## src/hdl/ftc_pkg.sv

```systemverilog
// Shared types and constants for the timestamp to clock fields converter.
`timescale 1ns / 1ps

package ftc_pkg;

  // Divisors used by the converter stages
  localparam int unsigned MS_PER_S      = 1000;
  localparam int unsigned S_PER_DAY     = 86400;
  localparam int unsigned S_PER_H       = 3600;
  localparam int unsigned S_PER_MIN     = 60;
  localparam int unsigned DAYS_PER_QUAD = 1461;
  localparam int unsigned DAYS_PER_YEAR = 365;
  localparam int unsigned MONTH_DIV     = 153;

  // Days from 1968-03-01 to 1970-01-01; quads of years start at 1968-03-01
  localparam logic [14:0] EPOCH_DAY_OFFSET = 15'd671;
  localparam logic [10:0] YEAR_BASE        = 11'd1968;

  // Every divider stage is three registers deep; five register groups in all
  localparam int unsigned DIV_LAT    = 3;
  localparam int unsigned PIPE_DEPTH = 4 * DIV_LAT + 1;

  // First day of each month in a March-based year (March is index 0)
  localparam logic [8:0] MONTH_START [12] = '{
    9'd0, 9'd31, 9'd61, 9'd92, 9'd122, 9'd153,
    9'd184, 9'd214, 9'd245, 9'd275, 9'd306, 9'd337
  };

  // One converted result
  typedef struct packed {
    logic       calendar_mode;
    logic [10:0] year_number;
    logic [3:0]  month_number;
    logic [4:0]  day_of_month;
    logic [9:0]  hour_count;
    logic [5:0]  minute_count;
    logic [5:0]  second_count;
    logic [9:0]  milli_count;
  } ftc_result_t;

endpackage

```

## src/hdl/ftc_cdiv.sv

```systemverilog
// Three-stage divider by a constant: reciprocal multiply, back-multiply, one correction.
`timescale 1ns / 1ps

module ftc_cdiv #(
  parameter int unsigned X_W     = 31,
  parameter int unsigned DIVISOR = 1000,
  parameter int unsigned Q_W     = 22,
  parameter int unsigned R_W     = 10,
  parameter int unsigned SIDE_W  = 1
) (
  input  logic              clk,
  input  logic              en_i,
  input  logic [X_W-1:0]    x_i,
  input  logic [SIDE_W-1:0] side_i,
  output logic [Q_W-1:0]    q_o,
  output logic [R_W-1:0]    r_o,
  output logic [SIDE_W-1:0] side_o
);

  // floor(2^X_W / DIVISOR): estimate is exact or one short for any x below 2^X_W
  localparam logic [63:0]    RECIP_FULL = (64'd1 << X_W) / DIVISOR;
  localparam logic [X_W-1:0] RECIP      = RECIP_FULL[X_W-1:0];
  localparam logic [X_W-1:0] DIV_X      = X_W'(DIVISOR);

  logic [2*X_W-1:0]  prod_r, prod_nxt;
  logic [X_W-1:0]    x1_r, x2_r;
  logic [SIDE_W-1:0] side1_r, side2_r, side_r;
  logic [X_W-1:0]    q0_full;
  logic [2*X_W-1:0]  qd_full;
  logic [X_W-1:0]    qd_r, qd_nxt;
  logic [Q_W-1:0]    q0_r, q0_nxt;
  logic [X_W-1:0]    rem, rem_sub;
  logic [Q_W-1:0]    q_r, q_nxt;
  logic [R_W-1:0]    r_r, r_nxt;

  // stage 1: multiply by the reciprocal
  assign prod_nxt = (2*X_W)'(x_i) * (2*X_W)'(RECIP);

  // stage 2: quotient estimate and its back-product
  assign q0_full = prod_r[2*X_W-1 -: X_W];
  assign qd_full = (2*X_W)'(q0_full) * (2*X_W)'(DIV_X);
  assign qd_nxt  = qd_full[X_W-1:0];
  assign q0_nxt  = q0_full[Q_W-1:0];

  // stage 3: remainder below twice the divisor, fix up once
  assign rem     = x2_r - qd_r;
  assign rem_sub = rem - DIV_X;

  always_comb begin
    if (rem >= DIV_X) begin
      q_nxt = q0_r + Q_W'(1);
      r_nxt = rem_sub[R_W-1:0];
    end else begin
      q_nxt = q0_r;
      r_nxt = rem[R_W-1:0];
    end
  end

  always_ff @(posedge clk) begin
    if (en_i) begin
      prod_r  <= prod_nxt;
      x1_r    <= x_i;
      side1_r <= side_i;
      qd_r    <= qd_nxt;
      q0_r    <= q0_nxt;
      x2_r    <= x1_r;
      side2_r <= side1_r;
      q_r     <= q_nxt;
      r_r     <= r_nxt;
      side_r  <= side2_r;
    end
  end

  assign q_o    = q_r;
  assign r_o    = r_r;
  assign side_o = side_r;

endmodule

```

## src/hdl/ftc_skid.sv

```systemverilog
// Output skid buffer: holds one result so the pipeline never drives ready from the sink.
`timescale 1ns / 1ps

module ftc_skid (
  input  logic                clk,
  input  logic                rst_n,
  input  logic                last_valid_i,
  input  ftc_pkg::ftc_result_t last_data_i,
  output logic                advance_o,
  output logic                out_valid_o,
  input  logic                out_ready_i,
  output ftc_pkg::ftc_result_t out_data_o
);

  import ftc_pkg::*;

  logic        skid_valid_r, skid_valid_nxt;
  ftc_result_t skid_r;

  // skid fills when the last stage is shown but not taken
  always_comb begin
    if (skid_valid_r) begin
      skid_valid_nxt = !out_ready_i;
    end else begin
      skid_valid_nxt = last_valid_i && !out_ready_i;
    end
  end

  always_ff @(posedge clk) begin
    if (!rst_n) begin
      skid_valid_r <= 1'b0;
    end else begin
      skid_valid_r <= skid_valid_nxt;
    end
  end

  always_ff @(posedge clk) begin
    if (!skid_valid_r) begin
      skid_r <= last_data_i;
    end
  end

  // pipeline moves whenever the skid is empty
  assign advance_o   = !skid_valid_r;
  assign out_valid_o = skid_valid_r || last_valid_i;
  assign out_data_o  = skid_valid_r ? skid_r : last_data_i;

endmodule

```

## src/hdl/flagged_timestamp_to_clock_fields_unit.sv

```systemverilog
// Throughput: one transaction per cycle while the output skid is empty; each of the four
// constant-divider stages (ms or day split, hour split, minute split, month split) is fully pipelined.
// An output stall parks one result in the skid; input ready drops while it is full.
// Reset (synchronous, active low) clears the valid bits and the skid; data is not reset.
`timescale 1ns / 1ps

module flagged_timestamp_to_clock_fields_unit (
  input  logic        clk,
  input  logic        rst_n,
  input  logic        in_tvalid,
  output logic        in_tready,
  input  logic [31:0] in_tdata,   // raw_stamp[31:0]
  output logic        out_tvalid,
  input  logic        out_tready,
  // year_number[10:0], month_number[14:11], day_of_month[19:15], hour_count[29:20],
  // minute_count[35:30], second_count[41:36], milli_count[51:42], zero [55:52]
  output logic [55:0] out_tdata,
  output logic        out_tuser   // calendar_mode
);

  import ftc_pkg::*;

  logic                  adv;
  logic [PIPE_DEPTH-1:0] valid_r, valid_nxt;

  // stage A outputs
  logic [21:0] sec_a;
  logic [9:0]  milli_a;
  logic [14:0] days_a;
  logic [16:0] tod_a;
  logic        mode_ms_a, mode_day_a;
  // stage B outputs
  logic [9:0]  hour_b;
  logic [11:0] hrem_b;
  logic        mode_b;
  logic [4:0]  quad_b;
  logic [10:0] qrem_b;
  logic [9:0]  milli_b;
  // stage C outputs
  logic [5:0]  minute_c, second_c;
  logic [20:0] side_min_c;
  logic [2:0]  yq_c;
  logic [8:0]  yrem_c;
  logic [4:0]  quad_c;
  // stage D
  logic        wrap_c;
  logic [1:0]  yoq_c;
  logic [8:0]  doy_c;
  logic [10:0] mp_x;
  logic [48:0] side_mp_in, side_mp_d;
  logic [3:0]  mp_d;
  // stage E
  logic        mode_d;
  logic [9:0]  milli_d, hour_d;
  logic [5:0]  minute_d, second_d;
  logic [8:0]  doy_d;
  logic [1:0]  yoq_d;
  logic [4:0]  quad_d;
  logic [8:0]  dom_full;
  logic [3:0]  month_d;
  logic [10:0] year_d;
  ftc_result_t res_r, res_nxt, out_res;

  // valid bits travel alongside the data
  always_comb begin
    valid_nxt = valid_r;
    if (adv) begin
      valid_nxt = {valid_r[PIPE_DEPTH-2:0], in_tvalid};
    end
  end

  always_ff @(posedge clk) begin
    if (!rst_n) begin
      valid_r <= '0;
    end else begin
      valid_r <= valid_nxt;
    end
  end

  // stage A: milliseconds to seconds, and epoch seconds to days; each carries a copy of the flag
  ftc_cdiv #(.X_W(31), .DIVISOR(MS_PER_S), .Q_W(22), .R_W(10), .SIDE_W(1)) u_div_ms (
    .clk(clk), .en_i(adv), .x_i(in_tdata[30:0]), .side_i(in_tdata[31]),
    .q_o(sec_a), .r_o(milli_a), .side_o(mode_ms_a)
  );

  ftc_cdiv #(.X_W(31), .DIVISOR(S_PER_DAY), .Q_W(15), .R_W(17), .SIDE_W(1)) u_div_day (
    .clk(clk), .en_i(adv), .x_i(in_tdata[30:0]), .side_i(in_tdata[31]),
    .q_o(days_a), .r_o(tod_a), .side_o(mode_day_a)
  );

  // stage B: hours from seconds or time of day; days into four-year quads
  ftc_cdiv #(.X_W(22), .DIVISOR(S_PER_H), .Q_W(10), .R_W(12), .SIDE_W(1)) u_div_h (
    .clk(clk), .en_i(adv), .x_i(mode_day_a ? 22'(tod_a) : sec_a), .side_i(mode_ms_a),
    .q_o(hour_b), .r_o(hrem_b), .side_o(mode_b)
  );

  ftc_cdiv #(.X_W(15), .DIVISOR(DAYS_PER_QUAD), .Q_W(5), .R_W(11), .SIDE_W(10)) u_div_quad (
    .clk(clk), .en_i(adv), .x_i(days_a + EPOCH_DAY_OFFSET), .side_i(milli_a),
    .q_o(quad_b), .r_o(qrem_b), .side_o(milli_b)
  );

  // stage C: minutes and seconds; year within the quad
  ftc_cdiv #(.X_W(12), .DIVISOR(S_PER_MIN), .Q_W(6), .R_W(6), .SIDE_W(21)) u_div_min (
    .clk(clk), .en_i(adv), .x_i(hrem_b), .side_i({mode_b, milli_b, hour_b}),
    .q_o(minute_c), .r_o(second_c), .side_o(side_min_c)
  );

  ftc_cdiv #(.X_W(11), .DIVISOR(DAYS_PER_YEAR), .Q_W(3), .R_W(9), .SIDE_W(5)) u_div_yr (
    .clk(clk), .en_i(adv), .x_i(qrem_b), .side_i(quad_b),
    .q_o(yq_c), .r_o(yrem_c), .side_o(quad_c)
  );

  // stage D: the leap day at the end of a quad stays in the fourth year
  assign wrap_c     = (yq_c == 3'd4);
  assign yoq_c      = wrap_c ? 2'd3 : yq_c[1:0];
  assign doy_c      = wrap_c ? 9'd365 : yrem_c;
  assign mp_x       = (11'(doy_c) << 2) + 11'(doy_c) + 11'd2;
  assign side_mp_in = {side_min_c, minute_c, second_c, doy_c, yoq_c, quad_c};

  ftc_cdiv #(.X_W(11), .DIVISOR(MONTH_DIV), .Q_W(4), .R_W(8), .SIDE_W(49)) u_div_mp (
    .clk(clk), .en_i(adv), .x_i(mp_x), .side_i(side_mp_in),
    .q_o(mp_d), .r_o(), .side_o(side_mp_d)
  );

  // stage E: month, day and year, then blank the fields the mode does not use
  assign {mode_d, milli_d, hour_d, minute_d, second_d, doy_d, yoq_d, quad_d} = side_mp_d;
  assign dom_full = doy_d - MONTH_START[mp_d] + 9'd1;
  assign month_d  = (mp_d < 4'd10) ? (mp_d + 4'd3) : (mp_d - 4'd9);
  assign year_d   = YEAR_BASE + {4'd0, quad_d, 2'b00} + {9'd0, yoq_d}
                    + {10'd0, (month_d <= 4'd2)};

  always_comb begin
    res_nxt.calendar_mode = mode_d;
    res_nxt.hour_count    = hour_d;
    res_nxt.minute_count  = minute_d;
    res_nxt.second_count  = second_d;
    if (mode_d) begin
      res_nxt.year_number  = year_d;
      res_nxt.month_number = month_d;
      res_nxt.day_of_month = dom_full[4:0];
      res_nxt.milli_count  = '0;
    end else begin
      res_nxt.year_number  = '0;
      res_nxt.month_number = '0;
      res_nxt.day_of_month = '0;
      res_nxt.milli_count  = milli_d;
    end
  end

  always_ff @(posedge clk) begin
    if (adv) begin
      res_r <= res_nxt;
    end
  end

  // output skid
  ftc_skid u_skid (
    .clk(clk), .rst_n(rst_n),
    .last_valid_i(valid_r[PIPE_DEPTH-1]), .last_data_i(res_r),
    .advance_o(adv),
    .out_valid_o(out_tvalid), .out_ready_i(out_tready), .out_data_o(out_res)
  );

  assign in_tready = adv;
  assign out_tuser = out_res.calendar_mode;
  assign out_tdata = {4'd0, out_res.milli_count, out_res.second_count, out_res.minute_count,
                      out_res.hour_count, out_res.day_of_month, out_res.month_number,
                      out_res.year_number};

endmodule

```

## config.mk

```make
export PLATFORM = sky130hd
export DESIGN_NAME = flagged_timestamp_to_clock_fields_unit
export DESIGN_NICKNAME = d
export VERILOG_FILES = /design/src/hdl/ftc_pkg.sv /design/src/hdl/ftc_cdiv.sv /design/src/hdl/ftc_skid.sv /design/src/hdl/flagged_timestamp_to_clock_fields_unit.sv
export SDC_FILE = /design/constraint.sdc
export NUM_CORES = 2
export LEC_CHECK = 0
export ABC_AREA = 1
export ABC_CLOCK_PERIOD_IN_PS = 7340
export BUFFER_PORTS_ARGS = -buffer_cell sky130_fd_sc_hd__buf_2
export CAP_MARGIN = 20
export CORE_ASPECT_RATIO = 0.8
export CORE_MARGIN = 3
export CORE_UTILIZATION = 65
export CTS_CLUSTER_SIZE = 28
export DETAILED_ROUTE_END_ITERATION = 10
export GPL_ROUTABILITY_DRIVEN = 0
export PLACE_DENSITY = 0.8
export SYNTH_ARGS = -nofsm -noshare
export SYNTH_HDL_FRONTEND = slang
export SYNTH_HIERARCHICAL = 1
export SYNTH_SLANG_ARGS = --single-unit
```

## constraint.sdc

```tcl
create_clock -name clk -period 7.34 [get_ports clk]
set_input_delay 1.101 -clock clk [delete_from_list [all_inputs] [get_ports clk]]
set_output_delay 1.101 -clock clk [all_outputs]
set_load 0.005 [all_outputs]
```

==> results.json <==
{
  "status": "finished, final reports clean",
  "numCtsBuffers": 99,
  "port_buffers": 90,
  "drive_above_1_share_pct": 5.753,
  "vias": 55834,
  "worstSetupStartpointType": "primary input",
  "gr-total-overflow": 0,
  "synth_area_um2": 78670,
  "grt_pass1_wl_um": 277700,
  "die_area_um2": 125300,
  "max_freq_mhz": 158.3,
  "hold_viol_final": 0,
  "r2r_start": "u_div_day/side_o$_DFFE_PP_",
  "clk_path_buf_depth": 3,
  "period_minus_slack_ns": 6.318,
  "min_to": "u_div_ms/x2_r[13]$_DFFE_PP_",
  "worstSetupEndpointType": "flip-flop",
  "whs_path_depth": 0,
  "cts_resized": 0,
  "reg2reg_depth": 20,
  "slew_violations": 0,
  "r2r-end": "u_div_h/prod_r[32]$_DFFE_PP_",
  "yosys_warnings": 6,
  "tightest_slew_ns": 1.354,
  "clock_sinks": 1001,
  "hp-class": "flip-flop to flip-flop",
  "rrSetupSlack_ns": 1.62,
  "grt_max_degree": 326,
  "cp.required_ns": 7.77,
  "dr.pass1.iters": 10,
  "postCtsSetupRepairBufs": 0,
  "syn-instance-count": 8070,
  "crit_fanout": 16,
  "start_util_pct": 65.85,
  "post-dp-hpwl_um": 132600,
  "core_um2": 119500,
  "setup_viol": 0,
  "final_cells": 9957,
  "cap_violations": 0,
  "syn_area_per_cell_um2": 9.749,
  "finalSetupTns_ns": 0,
  "drcViolationCount": 0,
  "fin_crit_sh_pct": 86.07,
  "rsz0062_at_grt": "no",
  "drt_iter0_markers": 4799,
  "maxSlewHeadroom_pct": 9.726,
  "num_rows": 113,
  "whs_ns": 0.3934,
  "cts_tree": "done",
  "vias_per_cell": 5.608,
  "wl_um": 171800,
  "grt_use_total_pct": 27.51,
  "die_x_um": 395.0,
  "crit_type": "primary input to flip-flop",
  "fin_skew_ns": 0.04015,
  "clk_pin_slew_ns": 0.06,
  "antenna_found_initial": 5,
  "cts_root_buffer": "clkbuf_16",
  "area_growth_pct": 7.400,
  "cts.htree.levels": 3,
  "hold_buffers": 0,
  "grt_pass1_vias": 55753,
  "die_y_um": 317.2,
  "ios": 95,
  "avgRoutedWirePerCell_um": 17.26,
  "antenna_left": 0,
  "dp.cells": 9767,
  "layout.nets": 9929,
  "cp_data_arrival_time_ns": 6.75,
  "insertion_delay_ns": 0.71,
  "hp-start": "u_div_ms/x1_r[13]$_DFFE_PP_"
}
-- per-layer routing --
metal	routed length [um]	share of wire, %	track usage, %	vias to the layer above
met4	6656	3.9	10.49	2
li1	-	-	-	26639
met3	12590	7.3	4.567	465
met5	10	0.0058	0	-
met2	82180	48	46.71	2168
met1	70390	41	35.75	26560
-- worst max-delay path by stage --
stage	from	to	slack [ns]	depth (start not counted)
finish	in_tdata[18]	u_div_ms/prod_r[47]$_DFFE_PP_	1.02	25
global route	in_tdata[18]	u_div_ms/prod_r[46]$_DFFE_PP_	0.80	24
CTS	in_tdata[18]	u_div_ms/prod_r[48]$_DFFE_PP_	1.19	24
detailed placement	in_tdata[16]	u_div_ms/prod_r[48]$_DFFE_PP_	0.47	22
global placement	in_tdata[16]	u_div_ms/prod_r[48]$_DFFE_PP_	0.53	22
floorplan	in_tdata[27]	u_div_ms/prod_r[48]$_DFFE_PP_	1.30	25
-- cell type report --
class | instances | area (um^2)
clock buffer | 125 | 2616
inverter | 1723 | 6494
clock inverter | 62 | 750.7
tap | 1610 | 2014
multi-input combinational | 5300 | 42420
fill | 8304 | 34980
antenna | 3 | 7.507
timing repair buffer | 133 | 798.3
sequential | 1001 | 29390
-- placed cells by master, fill, tap and decap left out, types with 12 or more instances in the layout --
cell and instances:
nor3_1 52, and2_1 12, nor4_1 24, edfxtp_1 934, dfxtp_1 66, inv_2 14
clkinv_1 17, nand3b_1 33, nand3_2 22, mux2_2 17, nand2_2 68, ha_1 1116
clkbuf_16 100, nand2_1 1564, buf_2 90, o21bai_1 29, inv_1 1706, o211ai_1 14
nand3_1 326, fa_1 519, a31oi_1 23, o21ai_0 167, nor2_1 438, xnor2_1 75
xor2_1 175, clkbuf_1 23, o21a_1 18, a21oi_1 340, nor2_2 26, buf_4 41
nand4_1 119
-- through the flow --
stage               cell area [um^2]  worst slack (ns)  util (%)
detailed placement             81120            0.4673     67.90
CTS                            84490             1.194     70.72
floorplan                      78680             1.299         -
global placement               81120            0.5309     67.90
finish                         84490             1.022     70.72
global route                   84490            0.8018     70.72
-- worst max-delay path, stage by stage --
cell	delay, ns
buf_2	0.46
ha_1	0.24
inv_1	0.05
fa_1	0.49
inv_1	0.04
ha_1	0.26
inv_1	0.06
fa_1	0.52
inv_1	0.05
fa_1	0.48
fa_1	0.55
inv_1	0.06
fa_1	0.56
inv_1	0.07
ha_1	0.32
a21oi_1	0.16
inv_1	0.07
nor2_1	0.20
inv_1	0.10
a21oi_1	0.16
o21ai_0	0.15
nand2_1	0.11
nand3_1	0.15
a31oi_1	0.22
xnor2_1	0.08
-- sequential cells by signal (all words and copies together), names as in the netlist, 23 cells and up --
| signal | cells |
|---|---|
| res_r | 53 |
| u_skid/skid_r | 53 |
| u_div_day/x1_r | 31 |
| u_div_mp/side2_r | 45 |
| u_div_ms/qd_r | 26 |
| u_div_day/qd_r | 23 |
| u_div_day/x2_r | 31 |
| u_div_ms/x1_r | 31 |
| u_div_ms/x2_r | 31 |
| u_div_mp/side1_r | 45 |
| u_div_mp/side_o | 45 |
Power is left out: the tool's default activity adds up to more than one toggle a clock period on the data nets, which glitch-free logic cannot reach.
